**src/aes_pkg.sv**
```systemverilog
`timescale 1ns / 1ps

package aes_pkg;

   localparam int ROUND_COUNT    = 14;
   localparam int SCHEDULE_WORDS = 60;
   localparam int KEY_REGS       = 4;
   localparam int RK_ADDR_W      = 4;

   // reduction polynomial and first round constant
   localparam logic [7:0] GF_POLY  = 8'h1b;
   localparam logic [7:0] RCON_INIT = 8'h01;

   // mix column coefficients, first row
   localparam logic [7:0] MIX_FWD [4] = '{8'h02, 8'h03, 8'h01, 8'h01};
   localparam logic [7:0] MIX_INV [4] = '{8'h0e, 8'h0b, 8'h0d, 8'h09};

   localparam logic [7:0] FWD_TAB [256] = '{
      8'h63,8'h7C,8'h77,8'h7B,8'hF2,8'h6B,8'h6F,8'hC5,8'h30,8'h01,8'h67,8'h2B,8'hFE,8'hD7,8'hAB,8'h76,
      8'hCA,8'h82,8'hC9,8'h7D,8'hFA,8'h59,8'h47,8'hF0,8'hAD,8'hD4,8'hA2,8'hAF,8'h9C,8'hA4,8'h72,8'hC0,
      8'hB7,8'hFD,8'h93,8'h26,8'h36,8'h3F,8'hF7,8'hCC,8'h34,8'hA5,8'hE5,8'hF1,8'h71,8'hD8,8'h31,8'h15,
      8'h04,8'hC7,8'h23,8'hC3,8'h18,8'h96,8'h05,8'h9A,8'h07,8'h12,8'h80,8'hE2,8'hEB,8'h27,8'hB2,8'h75,
      8'h09,8'h83,8'h2C,8'h1A,8'h1B,8'h6E,8'h5A,8'hA0,8'h52,8'h3B,8'hD6,8'hB3,8'h29,8'hE3,8'h2F,8'h84,
      8'h53,8'hD1,8'h00,8'hED,8'h20,8'hFC,8'hB1,8'h5B,8'h6A,8'hCB,8'hBE,8'h39,8'h4A,8'h4C,8'h58,8'hCF,
      8'hD0,8'hEF,8'hAA,8'hFB,8'h43,8'h4D,8'h33,8'h85,8'h45,8'hF9,8'h02,8'h7F,8'h50,8'h3C,8'h9F,8'hA8,
      8'h51,8'hA3,8'h40,8'h8F,8'h92,8'h9D,8'h38,8'hF5,8'hBC,8'hB6,8'hDA,8'h21,8'h10,8'hFF,8'hF3,8'hD2,
      8'hCD,8'h0C,8'h13,8'hEC,8'h5F,8'h97,8'h44,8'h17,8'hC4,8'hA7,8'h7E,8'h3D,8'h64,8'h5D,8'h19,8'h73,
      8'h60,8'h81,8'h4F,8'hDC,8'h22,8'h2A,8'h90,8'h88,8'h46,8'hEE,8'hB8,8'h14,8'hDE,8'h5E,8'h0B,8'hDB,
      8'hE0,8'h32,8'h3A,8'h0A,8'h49,8'h06,8'h24,8'h5C,8'hC2,8'hD3,8'hAC,8'h62,8'h91,8'h95,8'hE4,8'h79,
      8'hE7,8'hC8,8'h37,8'h6D,8'h8D,8'hD5,8'h4E,8'hA9,8'h6C,8'h56,8'hF4,8'hEA,8'h65,8'h7A,8'hAE,8'h08,
      8'hBA,8'h78,8'h25,8'h2E,8'h1C,8'hA6,8'hB4,8'hC6,8'hE8,8'hDD,8'h74,8'h1F,8'h4B,8'hBD,8'h8B,8'h8A,
      8'h70,8'h3E,8'hB5,8'h66,8'h48,8'h03,8'hF6,8'h0E,8'h61,8'h35,8'h57,8'hB9,8'h86,8'hC1,8'h1D,8'h9E,
      8'hE1,8'hF8,8'h98,8'h11,8'h69,8'hD9,8'h8E,8'h94,8'h9B,8'h1E,8'h87,8'hE9,8'hCE,8'h55,8'h28,8'hDF,
      8'h8C,8'hA1,8'h89,8'h0D,8'hBF,8'hE6,8'h42,8'h68,8'h41,8'h99,8'h2D,8'h0F,8'hB0,8'h54,8'hBB,8'h16
   };

   localparam logic [7:0] INV_TAB [256] = '{
      8'h52,8'h09,8'h6A,8'hD5,8'h30,8'h36,8'hA5,8'h38,8'hBF,8'h40,8'hA3,8'h9E,8'h81,8'hF3,8'hD7,8'hFB,
      8'h7C,8'hE3,8'h39,8'h82,8'h9B,8'h2F,8'hFF,8'h87,8'h34,8'h8E,8'h43,8'h44,8'hC4,8'hDE,8'hE9,8'hCB,
      8'h54,8'h7B,8'h94,8'h32,8'hA6,8'hC2,8'h23,8'h3D,8'hEE,8'h4C,8'h95,8'h0B,8'h42,8'hFA,8'hC3,8'h4E,
      8'h08,8'h2E,8'hA1,8'h66,8'h28,8'hD9,8'h24,8'hB2,8'h76,8'h5B,8'hA2,8'h49,8'h6D,8'h8B,8'hD1,8'h25,
      8'h72,8'hF8,8'hF6,8'h64,8'h86,8'h68,8'h98,8'h16,8'hD4,8'hA4,8'h5C,8'hCC,8'h5D,8'h65,8'hB6,8'h92,
      8'h6C,8'h70,8'h48,8'h50,8'hFD,8'hED,8'hB9,8'hDA,8'h5E,8'h15,8'h46,8'h57,8'hA7,8'h8D,8'h9D,8'h84,
      8'h90,8'hD8,8'hAB,8'h00,8'h8C,8'hBC,8'hD3,8'h0A,8'hF7,8'hE4,8'h58,8'h05,8'hB8,8'hB3,8'h45,8'h06,
      8'hD0,8'h2C,8'h1E,8'h8F,8'hCA,8'h3F,8'h0F,8'h02,8'hC1,8'hAF,8'hBD,8'h03,8'h01,8'h13,8'h8A,8'h6B,
      8'h3A,8'h91,8'h11,8'h41,8'h4F,8'h67,8'hDC,8'hEA,8'h97,8'hF2,8'hCF,8'hCE,8'hF0,8'hB4,8'hE6,8'h73,
      8'h96,8'hAC,8'h74,8'h22,8'hE7,8'hAD,8'h35,8'h85,8'hE2,8'hF9,8'h37,8'hE8,8'h1C,8'h75,8'hDF,8'h6E,
      8'h47,8'hF1,8'h1A,8'h71,8'h1D,8'h29,8'hC5,8'h89,8'h6F,8'hB7,8'h62,8'h0E,8'hAA,8'h18,8'hBE,8'h1B,
      8'hFC,8'h56,8'h3E,8'h4B,8'hC6,8'hD2,8'h79,8'h20,8'h9A,8'hDB,8'hC0,8'hFE,8'h78,8'hCD,8'h5A,8'hF4,
      8'h1F,8'hDD,8'hA8,8'h33,8'h88,8'h07,8'hC7,8'h31,8'hB1,8'h12,8'h10,8'h59,8'h27,8'h80,8'hEC,8'h5F,
      8'h60,8'h51,8'h7F,8'hA9,8'h19,8'hB5,8'h4A,8'h0D,8'h2D,8'hE5,8'h7A,8'h9F,8'h93,8'hC9,8'h9C,8'hEF,
      8'hA0,8'hE0,8'h3B,8'h4D,8'hAE,8'h2A,8'hF5,8'hB0,8'hC8,8'hEB,8'hBB,8'h3C,8'h83,8'h53,8'h99,8'h61,
      8'h17,8'h2B,8'h04,8'h7E,8'hBA,8'h77,8'hD6,8'h26,8'hE1,8'h69,8'h14,8'h63,8'h55,8'h21,8'h0C,8'h7D
   };

   // commands from the controller to the datapath
   typedef struct packed {
      logic                 key_load;   // load expansion window from key registers
      logic                 exp_step;   // write one round key, advance window
      logic [RK_ADDR_W-1:0] exp_idx;    // round key being written
      logic                 blk_load;   // capture input word
      logic                 rd_from_req; // take direction from the input port
      logic [RK_ADDR_W-1:0] rd_round;   // round whose key is fetched next
      logic                 init;       // initial key addition
      logic                 round_en;   // one cipher round
      logic                 last_round; // final round, no column mix
      logic                 out_load;   // move result to output register
   } cmd_type;

   function automatic logic [7:0] xtime(input logic [7:0] v);
      xtime = {v[6:0], 1'b0} ^ (v[7] ? GF_POLY : 8'h00);
   endfunction

   // multiply by a coefficient of at most four bits
   function automatic logic [7:0] gf_mul(input logic [7:0] v, input logic [7:0] k);
      logic [7:0] acc;
      logic [7:0] p;
      acc = 8'h00;
      p   = v;
      for (int i = 0; i < 4; i++) begin
         if (k[i]) acc = acc ^ p;
         p = xtime(p);
      end
      gf_mul = acc;
   endfunction

   function automatic logic [31:0] sub_word(input logic [31:0] w);
      sub_word = {FWD_TAB[w[31:24]], FWD_TAB[w[23:16]], FWD_TAB[w[15:8]], FWD_TAB[w[7:0]]};
   endfunction

endpackage

```
**src/aes_ctrl.sv**
```systemverilog
`timescale 1ns / 1ps

module aes_ctrl (
   input  logic             clock,
   input  logic             reset,
   input  logic             csr_wen,
   input  logic             req_tvalid,
   output logic             req_tready,
   output logic             rsp_tvalid,
   input  logic             rsp_tready,
   output aes_pkg::cmd_type cmd
);

   typedef enum logic [2:0] {
      S_KLOAD, S_KEXP, S_IDLE, S_INIT, S_ROUND, S_DONE
   } state_type;

   localparam logic [aes_pkg::RK_ADDR_W-1:0] LAST_RK = aes_pkg::RK_ADDR_W'(aes_pkg::ROUND_COUNT);

   state_type                     state_ff;
   logic [aes_pkg::RK_ADDR_W-1:0] cnt_ff;
   logic                          rsp_valid_ff;
   logic                          out_free;

   assign out_free   = !rsp_valid_ff || rsp_tready;
   assign req_tready = (state_ff == S_IDLE);
   assign rsp_tvalid = rsp_valid_ff;

   // command decode
   always_comb begin
      cmd             = '0;
      cmd.key_load    = (state_ff == S_KLOAD);
      cmd.exp_step    = (state_ff == S_KEXP);
      cmd.exp_idx     = cnt_ff;
      cmd.blk_load    = (state_ff == S_IDLE) && req_tvalid;
      cmd.rd_from_req = (state_ff == S_IDLE);
      cmd.init        = (state_ff == S_INIT);
      cmd.round_en    = (state_ff == S_ROUND);
      cmd.last_round  = (cnt_ff == LAST_RK);
      cmd.out_load    = (state_ff == S_DONE) && out_free;
      unique case (state_ff)
         S_IDLE:  cmd.rd_round = '0;
         S_INIT:  cmd.rd_round = aes_pkg::RK_ADDR_W'(1);
         S_ROUND: cmd.rd_round = cnt_ff + aes_pkg::RK_ADDR_W'(1);
         default: cmd.rd_round = '0;
      endcase
   end

   // sequencer and output valid
   always_ff @(posedge clock) begin
      if (reset) begin
         state_ff     <= S_KLOAD;
         cnt_ff       <= '0;
         rsp_valid_ff <= 1'b0;
      end else begin
         if (cmd.out_load) rsp_valid_ff <= 1'b1;
         else if (rsp_tready) rsp_valid_ff <= 1'b0;
         if (csr_wen) begin
            state_ff <= S_KLOAD;
         end else begin
            unique case (state_ff)
               S_KLOAD: begin
                  cnt_ff   <= '0;
                  state_ff <= S_KEXP;
               end
               S_KEXP: begin
                  cnt_ff <= cnt_ff + aes_pkg::RK_ADDR_W'(1);
                  if (cnt_ff == LAST_RK) state_ff <= S_IDLE;
               end
               S_IDLE: begin
                  if (req_tvalid) state_ff <= S_INIT;
               end
               S_INIT: begin
                  cnt_ff   <= aes_pkg::RK_ADDR_W'(1);
                  state_ff <= S_ROUND;
               end
               S_ROUND: begin
                  cnt_ff <= cnt_ff + aes_pkg::RK_ADDR_W'(1);
                  if (cnt_ff == LAST_RK) state_ff <= S_DONE;
               end
               S_DONE: begin
                  if (out_free) state_ff <= S_IDLE;
               end
               default: state_ff <= S_KLOAD;
            endcase
         end
      end
   end

endmodule

```
**config.mk**
```make
export PLATFORM = sky130hd
export DESIGN_NAME = aes_ctrl
export DESIGN_NICKNAME = d
export VERILOG_FILES = /design/src/aes_pkg.sv /design/src/aes_ctrl.sv
export SDC_FILE = /design/constraint.sdc
export NUM_CORES = 1
export LEC_CHECK = 0
export BUFFER_PORTS_ARGS = -buffer_cell sky130_fd_sc_hd__buf_2
export CORE_AREA = 4 4 41 43
export CTS_BUF_LIST = sky130_fd_sc_hd__clkbuf_8
export CTS_CLUSTER_SIZE = 12
export DETAILED_ROUTE_END_ITERATION = 6
export DIE_AREA = 0 0 45 47
export GPL_TIMING_DRIVEN = 0
export PLACE_DENSITY = 0.79
export RECOVER_POWER = 100
export SLEW_MARGIN = 20
export SYNTH_ARGS = -nofsm -noshare
export SYNTH_HDL_FRONTEND = slang
export SYNTH_SLANG_ARGS = --single-unit
```
**constraint.sdc**
```tcl
create_clock -name clock -period 1.8 [get_ports clock]
set_input_delay 0.27 -clock clock [delete_from_list [all_inputs] [get_ports clock]]
set_output_delay 0.27 -clock clock [all_outputs]
set_load 0.02 [all_outputs]
```
# == After elaboration in Yosys (flattened, before gate mapping) ==
# Cells that the tools add are included.
# totals
regBits,8
in_bits,5
word_cells,35
# classes
add_sub_neg,1
n_eq_ne,10
muxes,9
n_bitwise,1
n_reduce_logical,11
# op_table
operator,count
3-bit one-hot mux with 6 select lines,1
3-bit two-way mux,4
4-bit one-hot mux with 3 select lines,1
"2-bit != test, second input constant",4
4-bit one-hot mux with 2 select lines,1
"3-bit by 2-bit == test with 1-bit output, second input constant",2
"3-bit == test, second input constant",2
"4-bit by 1-bit adder with 4-bit output, second input constant",1
"4-bit == test, second input constant",1
4-bit AND reduction,1
2-bit OR reduction,2
"3-bit by 1-bit == test with 1-bit output, second input constant",1
3-bit zero test,1
3-bit nonzero test,1
1-bit logical AND,2
1-bit two-way mux,2
2-bit AND reduction,1
2-bit nonzero test,1
1-bit zero test,1
1-bit logical OR,1
1-bit inverter,1

# == Logic depth before layout (Yosys ltp) ==
# depth
word_depth,4
mapped_depth,6

# == Worst setup path after synthesis ==
# No wires, ideal clock.
# synth_timing
path_type,register -> output
from,register state_ff[0]
to,output cmd[9] (netlist bit)
arrival_ns,1.348
path_slack_ns,0.182
stages_incl_launch_ff,5
n_path_buf,1
cell_sequence,dfxtp_1 buf_4 nand2b_1 nor2_1 and2_1
# synth_lines
item,line_no,source
from (decl),aes_ctrl.sv:20,state_type state_ff;
from (signal assigned),aes_ctrl.sv:52,state_ff <= S_KLOAD;
from (signal assigned),aes_ctrl.sv:59,state_ff <= S_KLOAD;
from (signal assigned),aes_ctrl.sv:64,state_ff <= S_KEXP;
to (decl),aes_ctrl.sv:11,output aes_pkg::cmd_type cmd

==> metrics.yaml <==
fp.dieH_um: 47
core_um2: 1301
dr_wl_met2_um: 750
p_per_area_nw_per_um2: 574.9
gp_congestion: 0.8636
irDropWorstVdd_v: 0.0005091
cts_max_path_buffers: 2
io_pins: 23
combPwrFrac_pct: 9.3
post-place-ws_ns: 0.2226
crit_fanout: 8
top_layer_used: "met4"
cts_root_buf: "clkbuf_8"
fin_skew_ns: 0.003516
ys_seq_area_share_pct: 28.01
area_growth_pct: 36.32
drv_cap: 0
met3_length_um: 76
chipWidth_um: 45
yosysWarnings: 0
drc: 0
drt_iter0_drc: 25
fmax_mhz: 572.2
arrival_ns: 1.48
pwr-share-clk_pct: 49.4
r2r_end: "cnt_ff[1]$_SDFFE_PP0P_"
startpoint: "state_ff[2]$_SDFFE_PP0P_"
min_period_ns: 1.748
crit_path_end: "cmd[6]"
endpoint_kind: "output port"
syn_area_per_cell_um2: 8.169
antenna_found_initial: 0
dieArea_um2: 2115
wl_per_cell_um: 13.33
worst_pin_slew_ns: 0.2859
diodes: 0
min_period_over_period_pct: 97.10
dp_hpwl_mm: 1.067
vias: 640
final_max_slew_viol_count: 0
synth_nets: 77
finalSetupViolations: 0
grt_usage_pct: 15.94
io_buffer_count: 22
grt_pass1_wl_mm: 2.318
hold_class: "in -> reg"
nets: 107
cp-start-kind: "register"
cts_tree: "built"
grt_pass1_vias: 553
wl_mm: 1.506
regToRegSetupSlack_ns: 0.18
final_layout_size_suffix_gt1_share_pct: 35.71
final_util_pct: 59.90
antenna_left: 0
rr_worst_depth: 4
vias_per_cell: 5.664
grt_start_max_net_pins: 11
hold_ws_ns: 0.2967
cts_buffers: 3
p_int_w: 0.0003435
fin_area_um2: 779.5
clkTransAtPathRegs_ns: 0.04
rows: 13
yosys_register_bits: 8
hold_violations: 0
swShare_pct: 23.34
clk_latency_ns: 0.23
clock-sinks: 8
finalSetupTns_ns: 0
status: "completed"
crit_type: "reg -> out"
synth_cells: 70
relSlewSlack_pct: 80.79
reg2reg_from: "cnt_ff[0]$_SDFFE_PP0P_"
p_leak_nw: 0.3697
synthesis.area_um2: 571.8
wl_met1_um: 606
synth_cell_types: 33
start_util_pct: 43.94
first_pass_iters: 4
grt_overflow: 0
p_seq_share_pct: 41.3
final_cell_mix: "buf_2, dfxtp_1, buf_4, nor2_1"
cts.htree.levels: 1
fin_ws_ns: 0.05221
placed_cell_area_um2: 700.7
final_common_cell: "buf_2"
required_ns: 1.53
switching_power_w: 0.0001046
timing repair:
item	CTS	global route
setup buffers	0	3
hold buffers	0	0
gates resized for setup	0	6
endpoints found under the setup margin	0	4
per-layer routing:
layer,up-vias,global-route usage (%)
met1,295,17.01
met2,25,26.55
li1,311,-
met5,-,0
met3,9,2.299
met4,0,15.79
sequential cells by signal, indices dropped and copies added (netlist names):
| signal | cells |
|---|---|
| cnt_ff | 4 |
| state_ff | 3 |
| rsp_tvalid | 1 |
power by group through the flow:
stage	Clock (W)	Sequential, W	Combinational [W]
3_3_place_gp	0	0.000188	0.0000406
4_1_cts	0.000226	0.000185	0.0000418
3_5_place_dp	0	0.000188	0.0000415
6_report	0.000221	0.000185	0.0000417
5_1_grt	0.000237	0.000185	0.0000462
2_1_floorplan	0	0.000189	0.0000242
final cells by class:
cell class | instances | area [um2]
Buffer | 5 | 42.54
Clock buffer | 3 | 41.29
Fill cell | 132 | 521.8
Inverter | 5 | 18.77
Multi-Input combinational cell | 52 | 366.6
Sequential cell | 8 | 160.2
Tap cell | 15 | 18.77
Timing Repair Buffer | 25 | 131.4
kinds of logic (layout without fill, tap and decap cells):
family	count (synthesis)	count (layout)	share of synthesized area (%)
buffers and inverters	10	38	10.72
xor gates and xnor gates	2	2	3.064
DFF	8	8	28.01
and+or+nand+nor	28	28	28.23
adders and majority gates	2	2	4.376
AOI/OAI and AO/OA	20	20	25.60
how the worst min path moves through the flow:
stage / slack [ns] / depth (start not counted) / to / start
4_1_cts: 0.29 / 2 / rsp_tvalid$_SDFFE_PP0P_ / reset
3_5_place_dp: 0.51 / 1 / cnt_ff[3]$_SDFFE_PP0P_ / cnt_ff[3]$_SDFFE_PP0P_
2_1_floorplan: 0.34 / 1 / cnt_ff[1]$_SDFFE_PP0P_ / reset
5_1_grt: 0.32 / 2 / rsp_tvalid$_SDFFE_PP0P_ / reset
6_report: 0.30 / 2 / rsp_tvalid$_SDFFE_PP0P_ / reset
3_3_place_gp: 0.50 / 1 / cnt_ff[3]$_SDFFE_PP0P_ / cnt_ff[3]$_SDFFE_PP0P_
cells in the mapped netlist:
cell / n / share of area, %
nand2b_1: 5 / 5.5
a21o_1: 1 / 1.3
a22o_1: 1 / 1.5
and2_1: 2 / 2.2
inv_1: 5 / 3.3
nand2_1: 2 / 1.3
a21bo_2: 1 / 1.8
nor3b_2: 1 / 2.2
a21oi_2: 1 / 1.5
nand3_1: 2 / 1.8
dfxtp_1: 8 / 28
o21ai_0: 2 / 1.8
o21a_1: 3 / 3.9
nand2b_4: 1 / 2.4
or3b_1: 1 / 1.5
o22ai_1: 2 / 2.2
xnor2_1: 1 / 1.5
a211oi_1: 2 / 2.6
a21oi_1: 1 / 0.87
buf_6: 2 / 3.9
a31oi_1: 3 / 3.3
nor4_1: 1 / 1.1
or4_1: 1 / 1.3
ha_1: 2 / 4.4
or3_1: 1 / 1.1
buf_4: 2 / 2.6
buf_2: 1 / 0.87
xor2_1: 1 / 1.5
o31a_1: 1 / 1.5
o211a_1: 1 / 1.8
nor3_1: 3 / 2.6
o2bb2ai_1: 1 / 1.5
nor2_1: 8 / 5.3
per-stage QoR:
| stage | cells | power [W] |
|---|---|---|
| global placement | 107 | 0.0002282 |
| floorplan | 70 | 0.0002129 |
| global route | 113 | 0.0004686 |
| finish | 113 | 0.0004481 |
| detailed placement | 107 | 0.0002292 |
| CTS | 110 | 0.0004523 |
worst max-delay path, cell delays in order (launching register included):
cell     delay (ns)
dfxtp_1        0.32
buf_6          0.12
or3b_1         0.36
buf_6          0.15
a21oi_1        0.13
buf_4          0.16
Power figures use the tool's default switching activity.
